[src/hdl/arma_iir_filter_macros.svh]
// ============================================================================
// ARMA filter assertion macros
// Shared concurrent assertion forms, clocked on clk and disabled in reset.
// ============================================================================
`ifndef ARMA_IIR_FILTER_MACROS_SVH
`define ARMA_IIR_FILTER_MACROS_SVH

// When the condition holds, the expression must hold in the same cycle.
`define ARMA_ASSERT_SAME(label, cond, expr) \
    label: assert property (@(posedge clk) disable iff (!rst_n) (cond) |-> (expr)) \
        else $error("arma_iir_filter: same-cycle check failed");

// When the condition holds, the expression must hold in the next cycle.
`define ARMA_ASSERT_NEXT(label, cond, expr) \
    label: assert property (@(posedge clk) disable iff (!rst_n) (cond) |=> (expr)) \
        else $error("arma_iir_filter: next-cycle check failed");

`endif

[src/hdl/arma_pkg.sv]
// ============================================================================
// ARMA filter package
// Shared types, codes and default sizes for the direct-form-I IIR filter.
// ============================================================================
`default_nettype none

package arma_pkg;

    // Default configuration of the filter.
    localparam int MAX_TAPS_DEFAULT     = 16;
    localparam int SAMPLE_WIDTH_DEFAULT = 16;
    localparam int COEF_WIDTH_DEFAULT   = 18;

    // Fixed field widths.
    localparam int ACC_WIDTH        = 64;
    localparam int TAP_COUNT_WIDTH  = 5;
    localparam int CFG_INDEX_WIDTH  = 2;
    localparam int COEF_INDEX_WIDTH = 4;
    localparam int OP_WIDTH         = 2;

    // Operation codes carried by an input word.
    typedef enum logic [OP_WIDTH-1:0] {
        OP_FILTER    = 2'd0,
        OP_WRITE_FWD = 2'd1,
        OP_WRITE_FB  = 2'd2
    } op_t;

    // Configuration register indexes.
    localparam logic [CFG_INDEX_WIDTH-1:0] REG_FORWARD_TAPS  = 2'd0;
    localparam logic [CFG_INDEX_WIDTH-1:0] REG_FEEDBACK_TAPS = 2'd1;

    // Control from the sequencer to the multiply-accumulate unit.
    typedef struct packed {
        logic valid;     // operands are present this cycle
        logic subtract;  // product is a feedback term
        logic clear;     // start a new sum
    } mac_ctrl_t;

endpackage

`default_nettype wire

[src/hdl/arma_mac.sv]
// ============================================================================
// ARMA filter multiply-accumulate unit
// One registered signed multiplier followed by an exact 64-bit accumulator.
// ============================================================================
`default_nettype none

module arma_mac #(
    parameter int SAMPLE_WIDTH = arma_pkg::SAMPLE_WIDTH_DEFAULT,
    parameter int COEF_WIDTH   = arma_pkg::COEF_WIDTH_DEFAULT
) (
    input  wire logic                                 clk,
    input  wire logic                                 rst_n,
    input  wire arma_pkg::mac_ctrl_t                  ctrl,
    input  wire logic signed [SAMPLE_WIDTH-1:0]       op_x,
    input  wire logic signed [COEF_WIDTH-1:0]         op_c,
    output logic signed [arma_pkg::ACC_WIDTH-1:0]     acc,
    output logic                                      busy
);

    localparam int ProdWidth = SAMPLE_WIDTH + COEF_WIDTH;

    logic signed [ProdWidth-1:0]           prod_reg;
    logic                                  prod_valid_reg;
    logic                                  prod_sub_reg;
    logic signed [arma_pkg::ACC_WIDTH-1:0] acc_reg;
    logic signed [arma_pkg::ACC_WIDTH-1:0] prod_ext;

    // Product stage: payload only.
    always_ff @(posedge clk)
    begin
        prod_reg     <= ProdWidth'(op_x) * ProdWidth'(op_c);
        prod_sub_reg <= ctrl.subtract;
    end

    // Product valid flag and the running sum.
    assign prod_ext = arma_pkg::ACC_WIDTH'(prod_reg);

    always_ff @(posedge clk or negedge rst_n)
    begin
        if (!rst_n)
        begin
            prod_valid_reg <= 1'b0;
            acc_reg        <= '0;
        end
        else
        begin
            prod_valid_reg <= ctrl.valid;
            if (ctrl.clear)
            begin
                acc_reg <= '0;
            end
            else if (prod_valid_reg)
            begin
                acc_reg <= prod_sub_reg ? acc_reg - prod_ext : acc_reg + prod_ext;
            end
        end
    end

    assign acc  = acc_reg;
    assign busy = prod_valid_reg;

endmodule

`default_nettype wire

[src/hdl/arma_iir_filter.sv]
// ============================================================================
// ARMA filter top level
// Direct-form-I IIR filter with one shared multiply-accumulate unit.
// ============================================================================
//
// Channel   Direction  Handshake              Word
// cfg       in         cfg_valid/cfg_ready    cfg_index, cfg_data
// in        in         in_valid/in_ready      operation, coef_index, coef_value, sample_in
// out       out        out_valid/out_ready    sample_out, saturated
//
// A sample word passes its terms one by one through the single multiplier and
// accumulator: F forward terms, then feedback terms 1 to B-1 (F, B the clamped
// tap counts), then a two-stage drain, rounding and the output write, all before
// the next word is accepted. Coefficient writes and unused operations give no output word.
// Reset clears tap counts, the ring pointer and the valid bits of all four tables.
// The input side takes a new word while a finished output word waits to be taken;
// the sequencer only holds its last step until the output register is free.
`default_nettype none

`include "arma_iir_filter_macros.svh"

module arma_iir_filter #(
    parameter int MAX_TAPS     = arma_pkg::MAX_TAPS_DEFAULT,
    parameter int SAMPLE_WIDTH = arma_pkg::SAMPLE_WIDTH_DEFAULT,
    parameter int COEF_WIDTH   = arma_pkg::COEF_WIDTH_DEFAULT
) (
    input  wire logic                                   clk,
    input  wire logic                                   rst_n,
    input  wire logic                                   cfg_valid,
    output logic                                        cfg_ready,
    input  wire logic [arma_pkg::CFG_INDEX_WIDTH-1:0]   cfg_index,
    input  wire logic [arma_pkg::TAP_COUNT_WIDTH-1:0]   cfg_data,
    input  wire logic                                   in_valid,
    output logic                                        in_ready,
    input  wire logic [arma_pkg::OP_WIDTH-1:0]          operation,
    input  wire logic [arma_pkg::COEF_INDEX_WIDTH-1:0]  coef_index,
    input  wire logic signed [COEF_WIDTH-1:0]           coef_value,
    input  wire logic signed [SAMPLE_WIDTH-1:0]         sample_in,
    output logic                                        out_valid,
    input  wire logic                                   out_ready,
    output logic signed [SAMPLE_WIDTH-1:0]              sample_out,
    output logic                                        saturated
);

    localparam int AddrWidth  = $clog2(MAX_TAPS);
    localparam int CountWidth = $clog2(MAX_TAPS + 1);
    localparam int Shift      = COEF_WIDTH - 2;
    localparam int AccWidth   = arma_pkg::ACC_WIDTH;

    localparam logic signed [AccWidth-1:0] Half    = AccWidth'(1) <<< (Shift - 1);
    localparam logic signed [AccWidth-1:0] MaxPos  = (AccWidth'(1) <<< (SAMPLE_WIDTH - 1))
                                                     - AccWidth'(1);
    localparam logic signed [AccWidth-1:0] MinNeg  = -MaxPos - AccWidth'(1);

    typedef enum logic [2:0] {
        S_IDLE,
        S_FWD,
        S_FB,
        S_DRAIN,
        S_ROUND,
        S_DONE
    } state_t;

    // Control state.
    state_t                                  state_reg;
    logic [CountWidth-1:0]                   k_reg;
    logic [AddrWidth-1:0]                    ptr_reg;
    logic [arma_pkg::TAP_COUNT_WIDTH-1:0]    fwd_taps_reg;
    logic [arma_pkg::TAP_COUNT_WIDTH-1:0]    fb_taps_reg;
    logic                                    out_valid_reg;
    logic                                    op_valid_reg;
    logic [MAX_TAPS-1:0]                     x_valid_reg;
    logic [MAX_TAPS-1:0]                     y_valid_reg;
    logic [MAX_TAPS-1:0]                     fc_valid_reg;
    logic [MAX_TAPS-1:0]                     bc_valid_reg;

    // Tables and payload registers.
    logic signed [SAMPLE_WIDTH-1:0]          x_mem [MAX_TAPS];
    logic signed [SAMPLE_WIDTH-1:0]          y_mem [MAX_TAPS];
    logic signed [COEF_WIDTH-1:0]            fc_mem [MAX_TAPS];
    logic signed [COEF_WIDTH-1:0]            bc_mem [MAX_TAPS];
    logic signed [SAMPLE_WIDTH-1:0]          opx_reg;
    logic signed [COEF_WIDTH-1:0]            opc_reg;
    logic                                    op_sub_reg;
    logic signed [AccWidth-1:0]              t_reg;
    logic signed [SAMPLE_WIDTH-1:0]          sample_out_reg;
    logic                                    saturated_reg;

    // Combinational signals.
    arma_pkg::op_t                           op;
    arma_pkg::mac_ctrl_t                     mac_ctrl;
    logic signed [AccWidth-1:0]              acc;
    logic                                    mac_busy;
    logic                                    in_fire;
    logic                                    coef_ok;
    logic [AddrWidth-1:0]                    coef_addr;
    logic [CountWidth-1:0]                   nf;
    logic [CountWidth-1:0]                   nb;
    logic                                    issue_fwd;
    logic                                    issue_fb;
    logic [AddrWidth:0]                      ring_sum;
    logic [AddrWidth-1:0]                    ring_addr;
    logic [AddrWidth-1:0]                    k_addr;
    logic                                    done_fire;
    logic signed [AccWidth-1:0]              q;
    logic                                    sat_hi;
    logic                                    sat_lo;
    logic signed [SAMPLE_WIDTH-1:0]          res;

    // Handshakes.
    assign cfg_ready = 1'b1;
    assign in_ready  = (state_reg == S_IDLE);
    assign in_fire   = in_valid && in_ready;
    assign op        = arma_pkg::op_t'(operation);
    assign done_fire = (state_reg == S_DONE) && (!out_valid_reg || out_ready);

    // Coefficient address; positions past the table are dropped.
    assign coef_ok   = int'(coef_index) < MAX_TAPS;
    assign coef_addr = AddrWidth'(coef_index);

    // Tap counts saturate at the table depth.
    assign nf = (int'(fwd_taps_reg) > MAX_TAPS) ? CountWidth'(MAX_TAPS)
                                                 : CountWidth'(fwd_taps_reg);
    assign nb = (int'(fb_taps_reg) > MAX_TAPS) ? CountWidth'(MAX_TAPS)
                                                : CountWidth'(fb_taps_reg);

    // Term issue and ring addressing: the entry k samples back is at pointer plus k.
    assign issue_fwd = (state_reg == S_FWD) && (k_reg < nf);
    assign issue_fb  = (state_reg == S_FB) && (k_reg < nb);
    assign k_addr    = k_reg[AddrWidth-1:0];
    assign ring_sum  = {1'b0, ptr_reg} + {1'b0, k_addr};
    assign ring_addr = (ring_sum >= (AddrWidth + 1)'(MAX_TAPS))
                       ? AddrWidth'(ring_sum - (AddrWidth + 1)'(MAX_TAPS))
                       : ring_sum[AddrWidth-1:0];

    // Control to the multiply-accumulate unit.
    assign mac_ctrl.valid    = op_valid_reg;
    assign mac_ctrl.subtract = op_sub_reg;
    assign mac_ctrl.clear    = in_fire && (op == arma_pkg::OP_FILTER);

    arma_mac #(
        .SAMPLE_WIDTH (SAMPLE_WIDTH),
        .COEF_WIDTH   (COEF_WIDTH)
    ) u_mac (
        .clk   (clk),
        .rst_n (rst_n),
        .ctrl  (mac_ctrl),
        .op_x  (opx_reg),
        .op_c  (opc_reg),
        .acc   (acc),
        .busy  (mac_busy)
    );

    // Floor shift of the rounded sum, then saturation to the sample range.
    assign q      = t_reg >>> Shift;
    assign sat_hi = q > MaxPos;
    assign sat_lo = q < MinNeg;
    assign res    = sat_hi ? MaxPos[SAMPLE_WIDTH-1:0]
                  : sat_lo ? MinNeg[SAMPLE_WIDTH-1:0]
                  : q[SAMPLE_WIDTH-1:0];

    // Table writes, operand reads and result payload.
    always_ff @(posedge clk)
    begin
        if (in_fire)
        begin
            unique case (op)
                arma_pkg::OP_FILTER:
                begin
                    x_mem[ptr_reg] <= sample_in;
                end
                arma_pkg::OP_WRITE_FWD:
                begin
                    if (coef_ok)
                    begin
                        fc_mem[coef_addr] <= coef_value;
                    end
                end
                arma_pkg::OP_WRITE_FB:
                begin
                    if (coef_ok)
                    begin
                        bc_mem[coef_addr] <= coef_value;
                    end
                end
                default:
                begin
                end
            endcase
        end

        if (issue_fwd)
        begin
            opx_reg <= x_valid_reg[ring_addr] ? x_mem[ring_addr] : '0;
            opc_reg <= fc_valid_reg[k_addr] ? fc_mem[k_addr] : '0;
        end
        else
        begin
            opx_reg <= y_valid_reg[ring_addr] ? y_mem[ring_addr] : '0;
            opc_reg <= bc_valid_reg[k_addr] ? bc_mem[k_addr] : '0;
        end
        op_sub_reg <= issue_fb;

        if (state_reg == S_ROUND)
        begin
            t_reg <= acc + Half;
        end

        if (done_fire)
        begin
            y_mem[ptr_reg] <= res;
            sample_out_reg <= res;
            saturated_reg  <= sat_hi || sat_lo;
        end
    end

    // Sequencer, configuration registers, valid bits and output valid.
    always_ff @(posedge clk or negedge rst_n)
    begin
        if (!rst_n)
        begin
            state_reg     <= S_IDLE;
            k_reg         <= '0;
            ptr_reg       <= '0;
            fwd_taps_reg  <= '0;
            fb_taps_reg   <= '0;
            out_valid_reg <= 1'b0;
            op_valid_reg  <= 1'b0;
            x_valid_reg   <= '0;
            y_valid_reg   <= '0;
            fc_valid_reg  <= '0;
            bc_valid_reg  <= '0;
        end
        else
        begin
            // Configuration writes.
            if (cfg_valid && cfg_ready)
            begin
                unique case (cfg_index)
                    arma_pkg::REG_FORWARD_TAPS:  fwd_taps_reg <= cfg_data;
                    arma_pkg::REG_FEEDBACK_TAPS: fb_taps_reg  <= cfg_data;
                    default:
                    begin
                    end
                endcase
            end

            // Output valid: set by a finished result, cleared once the word is taken.
            if (done_fire)
            begin
                out_valid_reg <= 1'b1;
            end
            else if (out_ready)
            begin
                out_valid_reg <= 1'b0;
            end

            op_valid_reg <= issue_fwd || issue_fb;

            unique case (state_reg)
                S_IDLE:
                begin
                    if (in_fire)
                    begin
                        unique case (op)
                            arma_pkg::OP_FILTER:
                            begin
                                x_valid_reg[ptr_reg] <= 1'b1;
                                k_reg                <= '0;
                                state_reg            <= S_FWD;
                            end
                            arma_pkg::OP_WRITE_FWD:
                            begin
                                if (coef_ok)
                                begin
                                    fc_valid_reg[coef_addr] <= 1'b1;
                                end
                            end
                            arma_pkg::OP_WRITE_FB:
                            begin
                                if (coef_ok)
                                begin
                                    bc_valid_reg[coef_addr] <= 1'b1;
                                end
                            end
                            default:
                            begin
                            end
                        endcase
                    end
                end
                S_FWD:
                begin
                    if (issue_fwd)
                    begin
                        k_reg <= k_reg + CountWidth'(1);
                    end
                    else
                    begin
                        // Feedback coefficient 0 is never used.
                        k_reg     <= CountWidth'(1);
                        state_reg <= S_FB;
                    end
                end
                S_FB:
                begin
                    if (issue_fb)
                    begin
                        k_reg <= k_reg + CountWidth'(1);
                    end
                    else
                    begin
                        state_reg <= S_DRAIN;
                    end
                end
                S_DRAIN:
                begin
                    if (!op_valid_reg && !mac_busy)
                    begin
                        state_reg <= S_ROUND;
                    end
                end
                S_ROUND:
                begin
                    state_reg <= S_DONE;
                end
                S_DONE:
                begin
                    if (done_fire)
                    begin
                        y_valid_reg[ptr_reg] <= 1'b1;
                        ptr_reg              <= (ptr_reg == '0) ? AddrWidth'(MAX_TAPS - 1)
                                                                : ptr_reg - AddrWidth'(1);
                        state_reg            <= S_IDLE;
                    end
                end
                default:
                begin
                    state_reg <= S_IDLE;
                end
            endcase
        end
    end

    assign out_valid  = out_valid_reg;
    assign sample_out = sample_out_reg;
    assign saturated  = saturated_reg;

    // Nothing is in flight in the multiply-accumulate path while idle.
    `ARMA_ASSERT_SAME(a_idle_quiet, state_reg == S_IDLE, !op_valid_reg && !mac_busy)
    // Rounding only starts once every product has reached the sum.
    `ARMA_ASSERT_SAME(a_round_drained, state_reg == S_ROUND, !op_valid_reg && !mac_busy)
    // The ring pointer moves only when a result is written out.
    `ARMA_ASSERT_NEXT(a_ptr_hold, !done_fire, $stable(ptr_reg))

endmodule

`default_nettype wire
[config.mk]
export PLATFORM = sky130hd
export DESIGN_NAME = arma_iir_filter
export DESIGN_NICKNAME = d
export VERILOG_FILES = /design/src/hdl/arma_pkg.sv /design/src/hdl/arma_mac.sv /design/src/hdl/arma_iir_filter.sv
export VERILOG_INCLUDE_DIRS = /design/src /design/src/hdl
export SDC_FILE = /design/constraint.sdc
export NUM_CORES = 2
export LEC_CHECK = 0
export ABC_AREA = 1
export BUFFER_PORTS_ARGS = -buffer_cell sky130_fd_sc_hd__buf_2
export CELL_PAD_IN_SITES_DETAIL_PLACEMENT = 1
export CELL_PAD_IN_SITES_GLOBAL_PLACEMENT = 1
export CORE_MARGIN = 4
export CORE_UTILIZATION = 42
export CTS_BUF_LIST = sky130_fd_sc_hd__clkbuf_8
export CTS_CLUSTER_DIAMETER = 30
export DETAILED_ROUTE_END_ITERATION = 10
export GPL_ROUTABILITY_DRIVEN = 1
export GPL_TIMING_DRIVEN = 0
export PLACE_DENSITY = 0.7
export SLEW_MARGIN = 20
export SYNTH_ARGS = -nofsm -noshare
export SYNTH_HDL_FRONTEND = slang
export SYNTH_SLANG_ARGS = --single-unit
export TNS_END_PERCENT = 100
[constraint.sdc]
create_clock -name clk -period 15.81 [get_ports clk]
set_input_delay 2.3715 -clock clk [delete_from_list [all_inputs] [get_ports clk]]
set_output_delay 2.3715 -clock clk [all_outputs]
set_load 0.01 [all_outputs]
==> flow_metrics.py <==
metrics = {
    "cells_and_area": {
        "syn2layout_area_growth_pct": 15.5,
        "layout_commonest_cell": "nand2_1",
        "nFillCells": 19400,
        "final_cells": 10400,
        "multi_input_area_mm2": 0.0281,
        "final_cell_mix": "1656 x nand2_1, 1187 x inv_1, 1153 x edfxtp_1, 433 x nor2_1, 419 x o21ai_0",
        "nets": 8351,
        "top_regs": "bc_mem x288, fc_mem x288",
        "layout-drive-gt1-share": 0.110,
        "seq_area_mm2": 0.0399,
    },
    "routing": {
        "vias": 56700,
        "post-route-drc-count": 0,
        "first_pass_iters": 6,
        "routed_wl_um": 253000,
        "avgViaCountPerCell": 5.44,
        "drt_iter0_drc": 5461,
        "wl_per_cell_um": 24.2,
        "wl_met2_um": 120000,
        "routed.top_layer": "met5",
        "ant_nets": 0,
        "wl_met3_um": 16700,
        "wl_met1_um": 105000,
    },
    "place": {
        "place_ws_ns": 8.55,
        "dp_cells": 9825,
        "placement.io_buffers": 70,
        "dp_hpwl_um": 184000,
        "routabilityCongestion": 0.935,
    },
    "floorplanning": {
        "die_w_um": 426,
        "io_pins": 72,
        "coreArea_mm2": 0.174,
        "fp.dieH_um": 426,
        "die_area_mm2": 0.181,
        "start_util": 0.422,
        "rows": 153,
    },
    "clocking": {
        "clockRootBuffer": "clkbuf_8",
        "clk_pin_slew_ns": 0.06,
        "clockBufferDepth": 4,
        "cts_buffers": 338,
        "cts_num_sinks": 1376,
        "cts_tree": "built",
        "post_cts_resized": 0,
        "cts-htree-levels": 5,
        "clk-insertion-delay-late_ns": 1.03,
        "postCtsSetupRepairBufs": 0,
        "holdBufCountCts": 0,
    },
    "synth": {
        "synth_nets": 7894,
        "ys_ff_latch": 1376,
        "yosys_warnings": 0,
        "seq_area_frac_synth": 0.544,
        "ys_async_sr_fraction": 0.111,
        "synth_area_per_cell_um2": 9.93,
        "synth_area_mm2": 0.0733,
        "synth-edff-count": 1153,
        "synth_cells": 7383,
        "synth_ff_type": "edfxtp_1",
        "ys_types": 59,
    },
    "timing": {
        "max_freq_mhz": 137,
        "setup_tns_ns": 0,
        "hold_violations": 0,
        "grt_setup_unrepaired": "false",
        "setup_viol": 0,
        "finalMaxSlewViolations": 0,
        "fin_crit_sh": 0.463,
        "layout_setup_ws_ns": 8.49,
        "fin_worst_skew_ns": 0.0787,
        "max_slew_margin": 0.275,
        "worst_pin_slew_ns": 1.09,
        "period_minus_slack_ns": 7.32,
        "finalHoldWorstSlack_ns": 0.368,
    },
    "setup_path": {
        "crit_type": "flip-flop to flip-flop",
        "start_kind": "flip-flop",
        "r2r_start": "opx_reg[4]$_DFF_P_",
        "setup.worst_path.end_class": "flip-flop",
        "crit_arrival_ns": 8.16,
        "required_ns": 16.65,
        "path_max_fanout": 10,
        "crit_start": "opx_reg[4]$_DFF_P_",
    },
    "grt": {
        "grt.overflow.total": 0,
        "grt_max_degree": 89,
        "grt_usage": 0.278,
        "grt_pass1_wl_um": 378000,
        "antenna_found_initial": 10,
        "grt_pass1_vias": 60500,
    },
    "worst_hold_path": {
        "hold_path_class": "flip-flop to flip-flop",
        "hp-start": "op_sub_reg$_DFF_P_",
    },
    "run": {
        "drv_cap": 0,
    },
    "outcome": {
        "status": "finished clean",
    },
}
-- logic make-up after synthesis --
family,after synthesis,share of synthesized area
and+or+nand+nor,2747,0.155
xor gates and xnor gates,124,0.0151
muxes,127,0.0173
DFF,1376,0.544
other,1,0.0000512
AOI/OAI and AO/OA,1092,0.0832
adders and majority gates,459,0.108
buffers and inverters,1457,0.0774
-- final cells by class --
class | count | share of cell area
flip-flops and latches | 1376 | 0.471
multi-input cells | 4550 | 0.332
clock buffers | 363 | 0.0590
inverters | 1143 | 0.0507
well taps | 2325 | 0.0344
clock inverters | 229 | 0.0242
plain buffers | 314 | 0.0164
repair buffers | 117 | 0.0127
diodes | 10 | 0.000295
-- worst max-delay path, stage by stage, from the launching register on --
cell	delay (ns)
dfxtp_1	0.32
clkbuf_1	0.43
clkbuf_1	0.55
nand2_1	0.11
inv_1	0.19
fa_1	0.51
fa_1	0.96
inv_1	0.14
fa_1	0.62
inv_1	0.08
fa_1	0.54
inv_1	0.06
fa_1	0.52
fa_1	0.57
inv_1	0.05
ha_1	0.42
inv_1	0.10
nor3_1	0.27
nand2_1	0.11
nor2_1	0.12
nand2_1	0.06
nand2_1	0.20
nand3b_1	0.14
nand2_1	0.05
-- metal layers --
metal	GRT usage	vias to the layer above
met4	0.111	2
met2	0.456	2078
met5	0	-
met3	0.0463	550
li1	-	25500
met1	0.369	28700
-- synth_stat cells (9+ instances only) --
cell      instances  area (um^2)
a21o_1           39          293
a21oi_1         403         2020
buf_1            30          113
buf_2           109          546
buf_4            17          128
clkbuf_1        157          589
dfrtp_1         153         3830
dfxtp_1          70         1400
edfxtp_1       1153        34600
fa_1            292         5850
ha_1            167         2090
inv_1          1132         4250
inv_2             9         33.8
mux2i_1         127         1270
nand2_1        1656         6220
nand3_1         377         1890
nand4_1          41          257
nor2_1          495         1860
nor3_1           57          285
nor4_1           30          188
o211ai_1         12         90.1
o21ai_0         419         2100
o21ai_1          38          190
o221ai_1         91          797
o22ai_1          59          369
or2_2            50          313
xnor2_1          42          368
xor2_1           79          692
-- per-stage QoR --
stage | instance area, um^2 | utilization
after CTS | 84700 | 0.488
after global routing | 84700 | 0.488
after floorplan | 73300 | -
after detailed placement | 77600 | 0.447
final | 84700 | 0.488
after global placement | 76600 | 0.441
-- worst paths after layout --
kind / to / slack [ns] / cells past startpoint
max reg2reg: u_mac.prod_reg[33]$_DFF_P_ / 8.49 / 23
min in group asynchronous: u_mac.acc[1]$_DFFE_PN0P_ / 1.31 / 1
max in group asynchronous: x_valid_reg[9]$_DFFE_PN0P_ / 13.49 / 2
min reg2reg: u_mac.prod_sub_reg$_DFF_P_ / 0.37 / 0
max: u_mac.prod_reg[33]$_DFF_P_ / 8.49 / 23
min: u_mac.prod_sub_reg$_DFF_P_ / 0.37 / 0
Power is not shown: default switching activity piles up to over one toggle a cycle in this logic, so the estimate is an artifact.
